$ cat src/rtl/core/wsf_pkg.sv
// Shared types, constants and helper functions for the weighted 3x3 smoothing filter.
// Used by the filter top, kernel, result queue and checker; depends on nothing else.
package wsf_pkg;

   // Geometry
   localparam int unsigned MaxWidth  = 2048;
   localparam int unsigned HeightMax = 2048;
   localparam int unsigned MinSize   = 3;
   localparam int unsigned ColW      = $clog2(MaxWidth);
   localparam int unsigned RowW      = $clog2(HeightMax);

   // Configuration port
   localparam int unsigned CsrW    = 12;
   localparam int unsigned CsrIdxW = 1;
   localparam logic [CsrW-1:0] WidthReset  = 12'd640;
   localparam logic [CsrW-1:0] HeightReset = 12'd480;

   typedef enum logic [CsrIdxW-1:0] {
      CSR_IMAGE_WIDTH  = 1'b0,
      CSR_IMAGE_HEIGHT = 1'b1
   } csr_index_type;

   // Pixel format: channel 0 red, 1 green, 2 blue, each unsigned Q8.8
   localparam int unsigned NumChan = 3;
   localparam int unsigned ChanW   = 16;

   typedef logic [NumChan-1:0][ChanW-1:0] pixel_type;

   // Line memory entry: row above and row two above at one column
   typedef struct packed {
      pixel_type above;
      pixel_type above2;
   } line_type;

   localparam int unsigned LineW = $bits(line_type);

   // One window column, top to bottom
   typedef struct packed {
      pixel_type top;
      pixel_type mid;
      pixel_type bot;
   } column_type;

   // The eight neighbors of the window center
   typedef struct packed {
      pixel_type ul;
      pixel_type up;
      pixel_type ur;
      pixel_type lf;
      pixel_type rt;
      pixel_type dl;
      pixel_type dn;
      pixel_type dr;
   } taps_type;

   // Weights: orthogonal 1.0 (shift by 15), diagonal 1/sqrt2 in Q0.15,
   // normalization 1/(4+4/sqrt2) in Q0.15, total shift back to Q8.8
   localparam int unsigned OrthoShift = 15;
   localparam int unsigned DiagWW     = 15;
   localparam int unsigned NormWW     = 13;
   localparam logic [DiagWW-1:0] DiagWeight = 15'd23170;
   localparam logic [NormWW-1:0] NormWeight = 13'd4799;
   localparam int unsigned NormShift  = 30;

   localparam int unsigned OrthoW = ChanW + 2;
   localparam int unsigned DiagPW = OrthoW + DiagWW;
   localparam int unsigned SumW   = DiagPW + 1;
   localparam int unsigned ProdW  = SumW + NormWW;
   localparam int unsigned ResW   = ProdW - NormShift;

   // Per-item control carried down the pipeline
   typedef struct packed {
      logic valid;
      logic emit;
      logic interior;
      logic tail;
      logic last_row;
   } item_ctl_type;

   localparam int unsigned PipeDepth = 4;

   // Result queue entry; tail adds the zero row-end result after the pixel
   typedef struct packed {
      pixel_type rgb;
      logic      tail;
      logic      last_row;
   } rsp_entry_type;

   localparam int unsigned RspDepth = 8;
   localparam int unsigned RspPtrW  = $clog2(RspDepth);
   localparam int unsigned RspCntW  = $clog2(RspDepth + 1);

   // Clamp a written width to [MinSize, MaxWidth] and return the last column
   function automatic logic [ColW-1:0] width_last(input logic [CsrW-1:0] v);
      int unsigned w;
      w = 32'(v);
      if (w < MinSize) w = MinSize;
      if (w > MaxWidth) w = MaxWidth;
      return ColW'(w - 1);
   endfunction

   // Clamp a written height to [MinSize, HeightMax] and return the last row
   function automatic logic [RowW-1:0] height_last(input logic [CsrW-1:0] v);
      int unsigned h;
      h = 32'(v);
      if (h < MinSize) h = MinSize;
      if (h > HeightMax) h = HeightMax;
      return RowW'(h - 1);
   endfunction

endpackage

$ cat src/rtl/core/wsf_kernel.sv
// Weighted 3x3 neighbor sum and normalization, three register stages per channel.
// Depends on wsf_pkg for the tap layout and fixed-point weights.
module wsf_kernel import wsf_pkg::*; (
   input  logic      clock,
   input  taps_type  taps,
   output pixel_type result
);

   logic [OrthoW-1:0] ortho_ff [NumChan];
   logic [OrthoW-1:0] ortho_in [NumChan];
   logic [OrthoW-1:0] diag_ff  [NumChan];
   logic [OrthoW-1:0] diag_in  [NumChan];
   logic [SumW-1:0]   sum_ff   [NumChan];
   logic [SumW-1:0]   sum_in   [NumChan];
   logic [ProdW-1:0]  prod_ff  [NumChan];
   logic [ProdW-1:0]  prod_in  [NumChan];

   // stage 1: add orthogonal and diagonal neighbors
   always_comb begin
      for (int ch = 0; ch < NumChan; ch++) begin
         ortho_in[ch] = OrthoW'(taps.up[ch]) + OrthoW'(taps.dn[ch])
                      + OrthoW'(taps.lf[ch]) + OrthoW'(taps.rt[ch]);
         diag_in[ch]  = OrthoW'(taps.ul[ch]) + OrthoW'(taps.ur[ch])
                      + OrthoW'(taps.dl[ch]) + OrthoW'(taps.dr[ch]);
      end
   end

   // stage 2: apply weights, orthogonal weight is a plain shift
   always_comb begin
      for (int ch = 0; ch < NumChan; ch++) begin
         sum_in[ch] = SumW'({ortho_ff[ch], OrthoShift'(0)})
                    + SumW'(DiagPW'(diag_ff[ch]) * DiagPW'(DiagWeight));
      end
   end

   // stage 3: normalize
   always_comb begin
      for (int ch = 0; ch < NumChan; ch++) begin
         prod_in[ch] = ProdW'(sum_ff[ch]) * ProdW'(NormWeight);
      end
   end

   always_ff @(posedge clock) begin
      for (int ch = 0; ch < NumChan; ch++) begin
         ortho_ff[ch] <= ortho_in[ch];
         diag_ff[ch]  <= diag_in[ch];
         sum_ff[ch]   <= sum_in[ch];
         prod_ff[ch]  <= prod_in[ch];
      end
   end

   // truncate back to Q8.8 and saturate
   always_comb begin
      for (int ch = 0; ch < NumChan; ch++) begin
         if (prod_ff[ch][ProdW-1 -: (ResW - ChanW)] != '0) begin
            result[ch] = '1;
         end else begin
            result[ch] = prod_ff[ch][NormShift +: ChanW];
         end
      end
   end

endmodule

$ cat config.mk
export PLATFORM = sky130hd
export DESIGN_NAME = wsf_kernel
export DESIGN_NICKNAME = d
export VERILOG_FILES = /design/src/rtl/core/wsf_pkg.sv /design/src/rtl/core/wsf_kernel.sv
export SDC_FILE = /design/constraint.sdc
export NUM_CORES = 2
export LEC_CHECK = 0
export BUFFER_PORTS_ARGS = -buffer_cell sky130_fd_sc_hd__buf_2
export CAP_MARGIN = 15
export CORE_UTILIZATION = 25
export CTS_BUF_LIST = sky130_fd_sc_hd__clkbuf_2 sky130_fd_sc_hd__clkbuf_4 sky130_fd_sc_hd__clkbuf_8
export DETAILED_ROUTE_END_ITERATION = 12
export PLACE_DENSITY = 0.45
export SYNTH_ARGS = -nofsm -noshare
export SYNTH_HDL_FRONTEND = slang
export SYNTH_SLANG_ARGS = --single-unit
$ cat constraint.sdc
create_clock -name clock -period 20.6 [get_ports clock]
set_clock_uncertainty 0.1 [all_clocks]
set_input_delay 1.03 -clock clock [delete_from_list [all_inputs] [get_ports clock]]
set_output_delay 1.03 -clock clock [all_outputs]
set_load 0.01 [all_outputs]
==> impl_results.md <==
* Status: complete, no violations
* GRT overflow at 0
* Arr. time, crit path at 7.96 ns
* Commonest non-fill, non-tap cell in the layout: inv_1
* Critical-path top delay cell: fa_1
* Top sig layer: met5
* Root buf cell: clkbuf_8
* Post-synthesis cell type count at 65
* CTS Hold Bufs at 0
* Metal-1 WL at 49.1 mm
* Final Max Tran Viols at 0
* Fill cells at around 21k
* FF-to-FF setup slack at 13.25 ns
* Yosys top cell area share at 38.4%
* Die ar. at 206,000 um^2
* Mapped Area at a little over 50,000 um^2
* Crit end category: flip-flop
* Final nets at approximately 8k
* End of the critical path: sum_ff[0][32]
* # Post-CTS Setup Buffers at 0
* CTS Sinks at 258
* Initial antenna violation count at 4
* CTS buffer count at 55
* Slew Limit Headroom at 42.0%
* Delay-heaviest family, CP: adder cells
* Commonest non-fill, non-tap cells in the layout: inv_1 (1,398), ha_1 (1,004), fa_1 (977)
* Async SR Flop Fraction at 0%
* Largest net degree at the start of global routing at 17
* Placement row count at about 170
* Final Setup Violations at 0
* Ratio of cells with drive above 1 in the final layout at a little over a tenth
* PortBufs at 432
* Vias in the first global route at 37.3k
* Metal2 WL at between 50 and 60 mm
* Worst reg2reg endpoint: sum_ff[0][32]
* Tmin final at roughly 7.4 ns
* Drt wl/cell at 13.7 um
* Area grow syn2layout at 13.5%
* Critical Path Stages at 27
* R2R cell count at 27
* Core area at 202,000 um^2
* Io pins at approximately 430
* Pin slew with the least headroom to its limit at 0.868 ns
* GR Util All Layers at a little under an eighth
* Worst Path Class, Setup: flip-flop to flip-flop
* Register area share after synthesis at 10.1%
* # resized after CTS at 0
* Met3 WL post-DR at 3.05 mm
* Routed Antenna Nets at 0
* Final hold viol count at 0
* RR Startpoint: diag_ff[0][5]
* Largest area contributor in the netlist: fa_1
* CTS tree: done
* Synthesized net count at 7,337
* First-pass GRT wire length at 187 mm
* WP data required at between 20 and 25 ns
* Avg Cell Area, Syn at 10.3 um^2
* Max cap viols at 0
* Placer Congestion at 0.822
* Buffers plus inverters on the worst setup path at 4
* CTS clk-pin slew, worst paths at approximately 0.06 ns
* Fmax at 136 MHz
* Synth Instances at 4,971
* Fin crit share at 35.7%
* Starting Density at roughly a quarter
* Vias per cell at 4.10
* DRT Pass-1 Iters at 5
* Htree depth at 2
* Synthesis Warnings at 0
* Post-synthesis register bit count at 258
* DP HPWL at about 100 mm
* Die width at ~450 um
* Accumulated negative setup slack at 0 ns
* Clk buf depth at 3
* Critical path's largest stage delay at 0.54 ns
* Top_reg_cell synth: dfxtp_1
* Setup crit start: diag_ff[0][5]
* Clock Latency Late Sink at 0.78 ns
* Reg area at ~5200 um^2
* Crit path max fanout at 4
* Critical Path Source Type: flip-flop
* Number of DRC markers in iteration 0 at 830
* DR vias at 33.5k
* Multi-input logic area at 40,600 um^2
* Die height at 454 um
* Top post-synthesis cells by area: fa_1 (38%), ha_1 (25%), inv_1 (10%)
* DRC violations left at 0
* Unrepaired setup endpoints after global routing: false
* Final wirelength at 112 mm
* EDFF count, synth at 0
* Hold crit path type: flip-flop to flip-flop
[how the worst min path moves through the flow]
stage,from,end,slack [ns],depth (start not counted)
after floorplan,diag_ff[0][20],sum_ff[0][37],0.26,0
after global placement,diag_ff[0][20],sum_ff[0][37],0.28,0
after detailed placement,diag_ff[0][3],sum_ff[0][4],0.28,0
after CTS,taps[320],ortho_ff[0][36],0.23,2
after global routing,diag_ff[0][3],sum_ff[0][4],0.30,0
final,diag_ff[0][3],sum_ff[0][4],0.28,0
[registers in the layout, summed over array words and instances, names as in the netlist]
register and flops:
diag_ff 54, ortho_ff 54, prod_ff 51, sum_ff 99
[worst reg2reg max path: cells and delay by family, from the launching register on]
family | cells | cell delay, ns
buffers and inverters | 4 | 0.21
adder cells (fa/ha/maj) | 8 | 3.12
AND/OR/NAND/NOR | 3 | 0.53
flip-flops | 1 | 0.36
XOR/XNOR | 2 | 0.28
AO/OA/AOI/OAI | 10 | 2.67
[metal layers]
layer | track usage [%] | vias to the layer above
met4 | 2.60 | 2
li1 | - | 16600
met5 | 0 | -
met1 | 14.0 | 16500
met3 | 1.58 | 107
met2 | 20.6 | 306
[logic make-up after synthesis]
family	synth area share, %
AOI/OAI and AO/OA	7.87
xor gates and xnor gates	3.92
adders and majority gates	63.0
buffers and inverters	10.3
DFF	10.1
muxes	0.0196
and+or+nand+nor	4.74
[per-stage QoR]
stage	worst slack [ns]	utilization (%)	std cells	hold slack (ns)	area, um^2
2_1_floorplan	13.86	-	4971	0.259	51000
3_3_place_gp	13.39	27.9	8068	0.276	56500
3_5_place_dp	13.21	27.9	8068	0.278	56500
4_1_cts	13.18	28.6	8167	0.235	57900
5_1_grt	12.83	28.6	8169	0.295	57900
6_report	13.25	28.6	8169	0.283	57900
[synthesized netlist by cell type, drive strengths merged, types with 37 or more instances]
cell	number
a21o	98
a21oi	183
dfxtp	258
fa	977
ha	1004
inv	1398
nand2	89
nand3	45
nor2	148
nor3	37
o21ai	102
o21bai	41
or2	55
xnor2	176
xor2	52
[area by class of cell]
type                            instances  area share, %
Antenna cell                            2        0.00865
Timing Repair Buffer                  432           3.74
Multi-Input combinational cell       3308           70.1
Tap cell                             2672           5.78
Clock buffer                           76           1.71
Sequential cell                       258           8.92
Inverter                             1398           9.07
Clock inverter                         23          0.709
Power is not shown: default switching activity piles up to over one toggle a cycle in this logic, so the estimate is an artifact.
