===== config.mk =====
export PLATFORM = sky130hd
export DESIGN_NAME = wsf_rsp_queue
export DESIGN_NICKNAME = d
export VERILOG_FILES = /design/src/rtl/core/wsf_pkg.sv /design/src/rtl/core/wsf_rsp_queue.sv
export SDC_FILE = /design/constraint.sdc
export NUM_CORES = 1
export LEC_CHECK = 0
export BUFFER_PORTS_ARGS = -buffer_cell sky130_fd_sc_hd__clkbuf_2
export CORE_UTILIZATION = 40
export CTS_CLUSTER_SIZE = 14
export DETAILED_ROUTE_END_ITERATION = 7
export PLACE_DENSITY = 0.54
export SLEW_MARGIN = 20
export SYNTH_ARGS = -nofsm -noshare
export SYNTH_HDL_FRONTEND = slang
export SYNTH_SLANG_ARGS = --single-unit

===== constraint.sdc =====
create_clock -name clock -period 8 [get_ports clock]
set_input_delay 1.2 -clock clock [delete_from_list [all_inputs] [get_ports clock]]
set_output_delay 1.2 -clock clock [all_outputs]
set_load 0.005 [all_outputs]

===== src/rtl/core/wsf_pkg.sv =====
// Shared types, constants and helper functions for the weighted 3x3 smoothing filter.
// Used by the filter top, kernel, result queue and checker; depends on nothing else.
package wsf_pkg;

   // Geometry
   localparam int unsigned MaxWidth  = 2048;
   localparam int unsigned HeightMax = 2048;
   localparam int unsigned MinSize   = 3;
   localparam int unsigned ColW      = $clog2(MaxWidth);
   localparam int unsigned RowW      = $clog2(HeightMax);

   // Configuration port
   localparam int unsigned CsrW    = 12;
   localparam int unsigned CsrIdxW = 1;
   localparam logic [CsrW-1:0] WidthReset  = 12'd640;
   localparam logic [CsrW-1:0] HeightReset = 12'd480;

   typedef enum logic [CsrIdxW-1:0] {
      CSR_IMAGE_WIDTH  = 1'b0,
      CSR_IMAGE_HEIGHT = 1'b1
   } csr_index_type;

   // Pixel format: channel 0 red, 1 green, 2 blue, each unsigned Q8.8
   localparam int unsigned NumChan = 3;
   localparam int unsigned ChanW   = 16;

   typedef logic [NumChan-1:0][ChanW-1:0] pixel_type;

   // Line memory entry: row above and row two above at one column
   typedef struct packed {
      pixel_type above;
      pixel_type above2;
   } line_type;

   localparam int unsigned LineW = $bits(line_type);

   // One window column, top to bottom
   typedef struct packed {
      pixel_type top;
      pixel_type mid;
      pixel_type bot;
   } column_type;

   // The eight neighbors of the window center
   typedef struct packed {
      pixel_type ul;
      pixel_type up;
      pixel_type ur;
      pixel_type lf;
      pixel_type rt;
      pixel_type dl;
      pixel_type dn;
      pixel_type dr;
   } taps_type;

   // Weights: orthogonal 1.0 (shift by 15), diagonal 1/sqrt2 in Q0.15,
   // normalization 1/(4+4/sqrt2) in Q0.15, total shift back to Q8.8
   localparam int unsigned OrthoShift = 15;
   localparam int unsigned DiagWW     = 15;
   localparam int unsigned NormWW     = 13;
   localparam logic [DiagWW-1:0] DiagWeight = 15'd23170;
   localparam logic [NormWW-1:0] NormWeight = 13'd4799;
   localparam int unsigned NormShift  = 30;

   localparam int unsigned OrthoW = ChanW + 2;
   localparam int unsigned DiagPW = OrthoW + DiagWW;
   localparam int unsigned SumW   = DiagPW + 1;
   localparam int unsigned ProdW  = SumW + NormWW;
   localparam int unsigned ResW   = ProdW - NormShift;

   // Per-item control carried down the pipeline
   typedef struct packed {
      logic valid;
      logic emit;
      logic interior;
      logic tail;
      logic last_row;
   } item_ctl_type;

   localparam int unsigned PipeDepth = 4;

   // Result queue entry; tail adds the zero row-end result after the pixel
   typedef struct packed {
      pixel_type rgb;
      logic      tail;
      logic      last_row;
   } rsp_entry_type;

   localparam int unsigned RspDepth = 8;
   localparam int unsigned RspPtrW  = $clog2(RspDepth);
   localparam int unsigned RspCntW  = $clog2(RspDepth + 1);

   // Clamp a written width to [MinSize, MaxWidth] and return the last column
   function automatic logic [ColW-1:0] width_last(input logic [CsrW-1:0] v);
      int unsigned w;
      w = 32'(v);
      if (w < MinSize) w = MinSize;
      if (w > MaxWidth) w = MaxWidth;
      return ColW'(w - 1);
   endfunction

   // Clamp a written height to [MinSize, HeightMax] and return the last row
   function automatic logic [RowW-1:0] height_last(input logic [CsrW-1:0] v);
      int unsigned h;
      h = 32'(v);
      if (h < MinSize) h = MinSize;
      if (h > HeightMax) h = HeightMax;
      return RowW'(h - 1);
   endfunction

endpackage


===== src/rtl/core/wsf_rsp_queue.sv =====
// Result queue and output formatter: stores one entry per emitting pixel and
// expands a row-end entry into the pixel result plus a zero row-end result. Uses wsf_pkg.
module wsf_rsp_queue import wsf_pkg::*; (
   input  logic          clock,
   input  logic          reset,
   input  logic          push,
   input  rsp_entry_type push_entry,
   output logic          pop,
   output logic          rsp_valid,
   input  logic          rsp_ready,
   output logic [15:0]   rsp_red_out,
   output logic [15:0]   rsp_green_out,
   output logic [15:0]   rsp_blue_out,
   output logic          rsp_row_end,
   output logic          rsp_frame_end
);

   rsp_entry_type        entry_ff [RspDepth];
   logic [RspPtrW-1:0]   wr_ptr_ff, wr_ptr_in;
   logic [RspPtrW-1:0]   rd_ptr_ff, rd_ptr_in;
   logic [RspCntW-1:0]   count_ff, count_in;
   logic                 tail_phase_ff, tail_phase_in;
   rsp_entry_type        head;
   logic                 transfer;

   assign head      = entry_ff[rd_ptr_ff];
   assign rsp_valid = (count_ff != '0);
   assign transfer  = rsp_valid && rsp_ready;
   // retire the entry after its last result leaves
   assign pop       = transfer && (tail_phase_ff || !head.tail);

   // format the result at the head
   always_comb begin
      if (tail_phase_ff) begin
         rsp_red_out   = '0;
         rsp_green_out = '0;
         rsp_blue_out  = '0;
         rsp_row_end   = 1'b1;
         rsp_frame_end = head.last_row;
      end else begin
         rsp_red_out   = head.rgb[0];
         rsp_green_out = head.rgb[1];
         rsp_blue_out  = head.rgb[2];
         rsp_row_end   = 1'b0;
         rsp_frame_end = 1'b0;
      end
   end

   // advance pointers, count and tail phase
   always_comb begin
      wr_ptr_in     = push ? wr_ptr_ff + RspPtrW'(1) : wr_ptr_ff;
      rd_ptr_in     = pop  ? rd_ptr_ff + RspPtrW'(1) : rd_ptr_ff;
      count_in      = count_ff + RspCntW'(push) - RspCntW'(pop);
      tail_phase_in = tail_phase_ff;
      if (transfer && head.tail) begin
         tail_phase_in = !tail_phase_ff;
      end
   end

   always_ff @(posedge clock) begin
      if (reset) begin
         wr_ptr_ff     <= '0;
         rd_ptr_ff     <= '0;
         count_ff      <= '0;
         tail_phase_ff <= 1'b0;
      end else begin
         wr_ptr_ff     <= wr_ptr_in;
         rd_ptr_ff     <= rd_ptr_in;
         count_ff      <= count_in;
         tail_phase_ff <= tail_phase_in;
      end
   end

   // entry storage
   always_ff @(posedge clock) begin
      if (push) begin
         entry_ff[wr_ptr_ff] <= push_entry;
      end
   end

endmodule


==> impl_metrics.ini, run 1 <==
[job]
maxCapViolations = 0

[floorplanning]
die_w_um = 201
die_h_um = 201
die_area_um2 = 40500
rows = 72
core_um2 = 38900
start_util_pct = 40.9
ioPinCount = 106

[placement]
routabilityCongestion = 0.675
place_ws_ps = 3790
dp_hpwl_um = 17700
numPortBuffers = 105
placed_cell_area_um2 = 17100
placed_cells = 1323

[layout]
fin_cells = 1404
fillers = 3279
syn2layout_area_growth_pct = 16.0
multi_input_area_um2 = 3490
drive_gt1_share_pct = 33.8
final_core_util_pct = 47.4
final_nets = 912
ff_latch_area_um2 = 12300
fin_area_um2 = 18400

[timing]
grt_setup_unrepaired = no
finalCriticalPeriod_ps = 4620
hold_viol_final = 0
relSlewSlack_pct = 39.6
fmaxAchievable_ghz = 0.216
slew_violations = 0
fin_crit_sh_pct = 57.7
final.setup.tns_ps = 0
setup_violations = 0
setup_slack_ps = 3380
fin_skew_ps = 14.4
tightest_slew_ps = 906

[cts]
clockBufferDepth = 3
h-tree-depth = 2
clk-insertion-delay-late_ps = 540
clkTransAtPathRegs_ps = 60
numCtsBuffers = 44
clockRootBuffer = clkbuf_16
cts.sinks = 414
cts_hold_buf = 0
postCtsSetupBuffers = 0
cts_tree = built
cts_resized = 0

[synthesis]
syn-num-nets = 782
yosysSeqAreaShare_pct = 77.3
synth_edf_count = 400
ys_async_sr_fraction_pct = 0
synth_ff_type = edfxtp_1
synth_cells = 721
synthesis.area_um2 = 15900
synth-seq-cells = 414
yosysWarnings = 0
syn_area_per_cell_um2 = 22.1
yosysUniqueCellTypes = 34

[power]
clkPwrFrac_pct = 32.9
leakagePower_nw = 5.91
p_sw_w = 0.00151
power_density_nw_per_um2 = 310
p_int_w = 0.00421
irDropWorstVdd_mv = 0.214
combPwrFrac_pct = 22.1
p_sw_share_pct = 26.3
power_frac_seq_pct = 45.0

[route]
drc = 0
via_per_inst = 5.24
vias = 7361
drt_iter0_drc = 402
ant_nets = 0
routedWlPerCell_um = 23.5
drt_pre_antenna_iters = 4
routed_wl_um = 33000

[critical_path]
path_class = reg -> out
crit_family = buffers and inverters
start_kind = flip-flop
r2r_cells = 10
cp_max_fo = 44
cp_cell_sequence = buf_4, mux4_2, mux2i_4, o21bai_1, inv_1, clkbuf_2
critical_path_required_ps = 6800
worstSetupEndpointType = output pin
crit_buf_inv = 3
max_stage_delay_ps = 820
arrival_ps = 3420
path_depth = 6
crit_path_top_delay_cell = buf_4

[grt]
grt_use_total_pct = 16.6
grt_pass1_wl_um = 50000
grt_max_degree = 61
grt_overflow = 0
grt_pass1_vias = 7962
antenna_found_initial = 2

[worst_hold_path]
min_path_cells = 2
min_path_type = reg -> reg

[outcome]
outcome = completed
flip-flops by register name, summed over array words and instances, names as in the netlist, named ones only:
name / count
rd_ptr_ff: 3
entry_ff: 400
count_ff: 4
wr_ptr_ff: 3
tail_phase_ff: 1
cells in the mapped netlist (2+ instances only):
cell type	instances	area, µm²
edfxtp_1	400	12000
mux4_2	100	2250
nor2_1	61	229
mux2i_1	52	521
clkbuf_1	16	60.1
dfxtp_1	14	280
buf_2	11	55.1
buf_1	8	30.0
nand4_1	7	43.8
ha_1	6	75.1
inv_1	5	18.8
nand2_1	5	18.8
or4b_2	4	40.0
nand2b_1	3	18.8
nor2b_1	3	18.8
a21oi_1	2	10.0
nand3b_1	2	15.0
nor3_1	2	10.0
or3_1	2	12.5
or3b_2	2	17.5
xnor2_1	2	17.5
xor2_1	2	17.5
tightest hold or removal path: cells and delay by family, from the launching register on:
family	cells	cell delay, ps
flops	1	350
xor+xnor	1	80
simple gates	1	80
metal layers:
layer	vias up	GRT usage [%]	share of wire [%]
li1	3250	-	-
met1	3905	22.5	44
met2	158	27.7	50
met3	46	3.16	4.3
met4	2	3.92	1.6
met5	-	0	0.039
area by class of cell:
type / count / area share [%]
Tap cell: 518 / 3.52
Inverter: 5 / 0.102
Multi-Input combinational cell: 266 / 18.9
Clock inverter: 25 / 0.950
Antenna cell: 2 / 0.0271
Timing Repair Buffer: 120 / 3.46
Sequential cell: 414 / 66.7
Clock buffer: 54 / 6.29
final timing paths:
kind	from	slack [ps]	to
max	flip-flop	3380	pop
min	wr_ptr_ff[2]	550	wr_ptr_ff[2]
max reg2reg	flip-flop	4070	count_ff[3]
min reg2reg	wr_ptr_ff[2]	550	wr_ptr_ff[2]
per-stage QoR:
step | total power, W | hold slack, ps
6_report | 0.00572 | 548
5_1_grt | 0.00600 | 612
4_1_cts | 0.00582 | 550
3_5_place_dp | 0.00393 | 524
3_3_place_gp | 0.00389 | 515
2_1_floorplan | 0.00348 | 492
layout by cell type, fill, tap and decap left out, types with 7 or more instances in the layout:
master / count
clkbuf_16: 45
clkinv_2: 8
nand4_1: 7
dfxtp_1: 10
edfxtp_1: 400
buf_4: 15
nor2_1: 55
clkbuf_1: 9
mux4_2: 100
mux2i_1: 52
clkbuf_2: 105
clkinv_1: 11
power by group through the flow:
| stage | sequential [W] | clock, W | combinational [W] |
|---|---|---|---|
| 2_1_floorplan | 0.00252 | 0 | 0.000956 |
| 3_3_place_gp | 0.00262 | 0 | 0.00127 |
| 3_5_place_dp | 0.00263 | 0 | 0.00130 |
| 4_1_cts | 0.00258 | 0.00193 | 0.00130 |
| 5_1_grt | 0.00260 | 0.00201 | 0.00139 |
| 6_report | 0.00257 | 0.00188 | 0.00126 |
logic make-up (layout without fill, tap and decap cells):
family / after synthesis / in the layout / synth area share [%]
buffers and inverters: 41 / 204 / 1.10
multiplexers: 153 / 153 / 17.6
XOR/XNOR: 4 / 4 / 0.220
AO/OA/AOI/OAI: 6 / 6 / 0.236
other: 0 / 2 / 0
AND/OR/NAND/NOR: 96 / 96 / 2.95
flip-flops: 414 / 414 / 77.3
adder cells (fa/ha/maj): 7 / 7 / 0.598
Power figures use the tool's default switching activity.
==> run 2: changes to the inputs <==
- ABC_AREA: default -> 1
- PLACE_DENSITY: 0.54 -> 0.56
- clock period: 8 -> 4.1 ns (I/O delays scaled with it)
==> impl_metrics.ini, run 2 <==
[outcome]
outcome = completed

[floorplanning]
die_w_um = 204
core_um2 = 40000
die_h_um = 204
start_util_pct = 40.7
rows = 73
ioPinCount = 106
die_area_um2 = 41600

[synthesis]
synth_edf_count = 400
synthesis.area_um2 = 16300
syn-num-nets = 1298
synth_cells = 1237
synthTopCellsByCount = edfxtp_1 (400), nor2_1 (297), o21ai_0 (199)
yosysSeqAreaShare_pct = 75.4
syn_area_per_cell_um2 = 13.2
synth_top_area_cell = edfxtp_1
yosysUniqueCellTypes = 29
yosys-top-cells-area = edfxtp_1 (74%), nor2_1 (6.8%), o21ai_0 (6.1%)
synth-seq-cells = 414
synth_top_area_share_pct = 73.7
yosysWarnings = 0
yosysMostFrequentCell = edfxtp_1
synth_ff_type = edfxtp_1
ys_async_sr_fraction_pct = 0

[cts]
clk-insertion-delay-late_ps = 540
h-tree-depth = 2
clockBufferDepth = 3
postCtsSetupBuffers = 0
cts_hold_buf = 0
cts_resized = 0
clockRootBuffer = clkbuf_16
numCtsBuffers = 44
cts.sinks = 414
cts_tree = built
clkTransAtPathRegs_ps = 60

[placement]
placed_cells = 1807
placed_cell_area_um2 = 17300
routabilityCongestion = 0.738
dp_hpwl_um = 19200
numPortBuffers = 105

[grt]
grt_max_degree = 201
grt_overflow = 0
grt_pass1_wl_um = 58600
grt_pass1_vias = 9942
antenna_found_initial = 3
grt_use_total_pct = 18.6

[route]
routedWlPerCell_um = 20.2
via_per_inst = 5.32
drt_pre_antenna_iters = 4
routed_wl_um = 38200
highest_layer = met5
met2_length_um = 17700
drc = 0
drt_iter0_drc = 885
ant_nets = 0
vias = 10000
m1WireLength_um = 17700
wl_met3_um = 2010

[critical_path]
arrival_ps = 2830
critical_path_required_ps = 3480
max_stage_delay_ps = 700
crit_path_top_delay_cell = buf_4
path_class = reg -> out
cp_cell_sequence = buf_4, o21ai_0, o22ai_1, o21ai_1, nor2_1, clkbuf_2
start_kind = flip-flop
worstSetupEndpointType = output pin
cp_max_fo = 63

[layout]
largest_reg_flops = 400
layout_common_cells = edfxtp_1 (400), nor2_1 (289), o21ai_0 (199)
regMostFlops = entry_ff
drive_gt1_share_pct = 16.8
fin_cells = 1886
fin_area_um2 = 18800
fillers = 3572
final_nets = 1389
mostFrequentLayoutCell = edfxtp_1
syn2layout_area_growth_pct = 15.1
biggestRegsByFlops = entry_ff (400), count_ff (4)

[timing]
fmaxAchievable_ghz = 0.290
relSlewSlack_pct = 37.2
finalCriticalPeriod_ps = 3440
fin_crit_sh_pct = 84.0
hold_viol_final = 0
slew_violations = 0
fin_skew_ps = 10.8
tightest_slew_ps = 941
grt_setup_unrepaired = no
final.setup.tns_ps = 0
setup_violations = 0

[job]
maxCapViolations = 0

[power]
irDropWorstVdd_mv = 0.357
power_density_nw_per_um2 = 618
p_sw_share_pct = 30.2
p_sw_w = 0.00349
p_int_w = 0.00809
combPwrFrac_pct = 23.9
total_power_w = 0.0116
leakagePower_nw = 6.40
clkPwrFrac_pct = 34.2
power_frac_seq_pct = 41.9

[worst_hold_path]
min_path_type = in -> reg
-- run 2: through the flow --
step / worst slack (ps) / hold WS, ps / utilization [%]
after global routing: 501 / 304 / 46.9
after floorplan: 560 / 463 / -
final: 657 / 331 / 46.9
after global placement: 1260 / 483 / 43.3
after CTS: 613 / 305 / 46.9
after detailed placement: 1170 / 501 / 43.3
-- run 2: final timing paths --
| check | startpoint | to | slack, ps | cells past startpoint |
|---|---|---|---|---|
| setup / recovery | flip-flop | rsp_blue_out[6] | 660 | 6 |
| hold / removal | reset | count_ff[0] | 330 | 2 |
| setup reg to reg | flip-flop | count_ff[2] | 1180 | 12 |
| hold reg to reg | wr_ptr_ff[0] | wr_ptr_ff[0] | 510 | 2 |
-- run 2: critical path, delay by kind of cell, from the launching register on --
kind	cells	cell delay, ps
AO/OA/AOI/OAI	3	520
buffers and inverters	2	860
flip-flops	1	620
AND/OR/NAND/NOR	1	250
-- run 2: cell type report --
cell class / count / area (µm²) / share of cell area (%)
flip-flops and latches: 414 / 12300 / 65.6
multi-input cells: 716 / 3480 / 18.6
clock buffers: 53 / 1160 / 6.16
repair buffers: 126 / 783 / 4.17
well taps: 525 / 657 / 3.50
clock inverters: 25 / 280 / 1.49
inverters: 26 / 103 / 0.547
diodes: 1 / 2.50 / 0.0133
-- run 2: power groups by stage --
stage	Combinational, W	Sequential [W]	Clock (W)
global route	0.00312	0.00487	0.00420
detailed placement	0.00280	0.00495	0
floorplan	0.00192	0.00490	0
CTS	0.00281	0.00486	0.00403
global placement	0.00276	0.00495	0
finish	0.00276	0.00486	0.00396
-- run 2: logic make-up (layout without fill, tap and decap cells) --
family / count (synthesis) / after routing / synth area share (%)
other cells: 0 / 1 / 0
xor+xnor: 1 / 1 / 0.0537
fa+ha+maj: 7 / 7 / 0.583
flops: 414 / 414 / 75.4
buf+inv: 107 / 230 / 3.60
simple gates: 352 / 352 / 8.67
compound gates: 356 / 356 / 11.7
-- run 2: per-layer routing --
| metal | track usage, % | vias to the layer above |
|---|---|---|
| li1 | - | 4723 |
| met1 | 26.6 | 5010 |
| met2 | 28.9 | 238 |
| met3 | 3.54 | 64 |
| met4 | 5.29 | 4 |
| met5 | 0 | - |
==> run 3: changes to the inputs <==
- clock period: 4.1 -> 2.9 ns (I/O delays scaled with it)
==> impl_metrics.ini, run 3 (same netlist as run 2, synthesis figures left out) <==
[cts]
numCtsBuffers = 43
clk-insertion-delay-late_ps = 540
postCtsSetupBuffers = 0
cts.sinks = 414
h-tree-depth = 2
clockBufferDepth = 3
clkTransAtPathRegs_ps = 60
clockRootBuffer = clkbuf_16
cts_tree = built

[floorplanning]
core_um2 = 40000
start_util_pct = 40.7
die_area_um2 = 41600
rows = 73
ioPinCount = 106
die_w_um = 204
die_h_um = 204

[placement]
numPortBuffers = 105
place_ws_ps = 578
routabilityCongestion = 0.738
dp_hpwl_um = 18200
placed_cell_area_um2 = 17400

[timing]
relSlewSlack_pct = 46.9
hold_slack_ps = 128
fmaxAchievable_ghz = 0.367
hold_viol_final = 0
finalCriticalPeriod_ps = 2730
slew_violations = 0
setup_slack_ps = 174
grt_setup_unrepaired = no
fin_crit_sh_pct = 94.0
tightest_slew_ps = 797
setup_violations = 0
fin_skew_ps = 15.6

[route]
drt_iter0_drc = 859
via_per_inst = 5.31
ant_nets = 0
routed_wl_um = 38900
drc = 0
vias = 10000
routedWlPerCell_um = 20.6
drt_pre_antenna_iters = 6

[worst_hold_path]
min_path_cells = 2
min_path_type = in -> reg
min_from = reset
min_to = count_ff[1]

[critical_path]
start_kind = flip-flop
critical_path_required_ps = 2470
cp_max_fo = 54
r2r_setup_slack_ps = 580
r2r_end = count_ff[2]
worstSetupEndpointType = output pin
arrival_ps = 2290
path_class = reg -> out
r2r_cells = 12

[grt]
grt_use_total_pct = 18.2
use_met3_pct = 3.65
met1_usage_pct = 25.9
grt_use_met2_pct = 28.5
grt_overflow = 0
grt_pass1_vias = 9620
grt_max_degree = 155
grt_pass1_wl_um = 57300
antenna_found_initial = 0
grt_busiest_layer = met2

[power]
irDropWorstVdd_mv = 0.367
power_density_nw_per_um2 = 861
leakagePower_nw = 6.42

[layout]
biggestRegsByFlops = entry_ff (400), count_ff (4)
regMostFlops = entry_ff
ff_latch_area_um2 = 12300
largest_reg_flops = 400
multi_input_area_um2 = 3480
final_core_util_pct = 47.0
fin_area_um2 = 18800
layout_common_cells = edfxtp_1 (400), nor2_1 (289), o21ai_0 (199)
syn2layout_area_growth_pct = 15.4
mostFrequentLayoutCell = edfxtp_1
final_nets = 1393
fillers = 3553
drive_gt1_share_pct = 16.7

[outcome]
outcome = completed

[job]
maxCapViolations = 0
-- run 3: changes by cell type in the layout (fill, tap and decap cells not counted), sizes merged --
cell      delta
buf          +3
bufinv       -3
clkbuf       +7
clkinv       -4
clkinvlp     -1
inv          -1
-- run 3: cell type report --
class | count | area share, %
clock buffer | 58 | 6.30
multi-input combinational | 716 | 18.5
sequential | 414 | 65.4
antenna | 1 | 0.0133
inverter | 26 | 0.546
clock inverter | 16 | 0.805
timing repair buffer | 131 | 4.92
tap | 525 | 3.49
-- run 3: timing repair --
item / CTS / global route
hold buffers: 0 / 0
gates resized for setup: 0 / 3
endpoints found under the setup margin: 0 / 21
-- run 3: worst max path at each step --
stage | startpoint | to | cells past startpoint
after floorplan | push | entry_ff[0][0] | 3
after global placement | flip-flop | count_ff[2] | 12
after detailed placement | flip-flop | count_ff[2] | 12
after CTS | flip-flop | rsp_red_out[6] | 6
after global routing | flip-flop | rsp_blue_out[12] | 7
final | flip-flop | rsp_red_out[6] | 6
-- run 3: layer usage --
metal | wire (µm) | share of wire (%) | vias to the layer above
met5 | 0 | 0 | -
met4 | 745 | 1.9 | 0
met3 | 2290 | 5.9 | 55
met2 | 17900 | 46 | 282
met1 | 17900 | 46 | 4971
li1 | - | - | 4719
-- run 3: metrics by stage --
step / power, W / setup TNS, ps / instances
floorplan: 0.00963 / -91960 / 1237
global route: 0.0171 / 0 / 1886
CTS: 0.0162 / 0 / 1884
detailed placement: 0.0110 / 0 / 1810
finish: 0.0162 / 0 / 1887
global placement: 0.0109 / 0 / 1810
-- run 3: worst max-delay path, cell delays in order, from the launching register on --
cell      delay (ps)
dfxtp_4          550
buf_12           320
o21ai_0          150
o22ai_1          170
o21ai_1           70
nor2_1           290
clkbuf_2         180
-- run 3: report_power, final --
part	internal [W]	switching, W	total [W]
Combinational	0.00142	0.00266	0.00408
Sequential	0.00675	0.000121	0.00687
Clock	0.00311	0.00213	0.00525
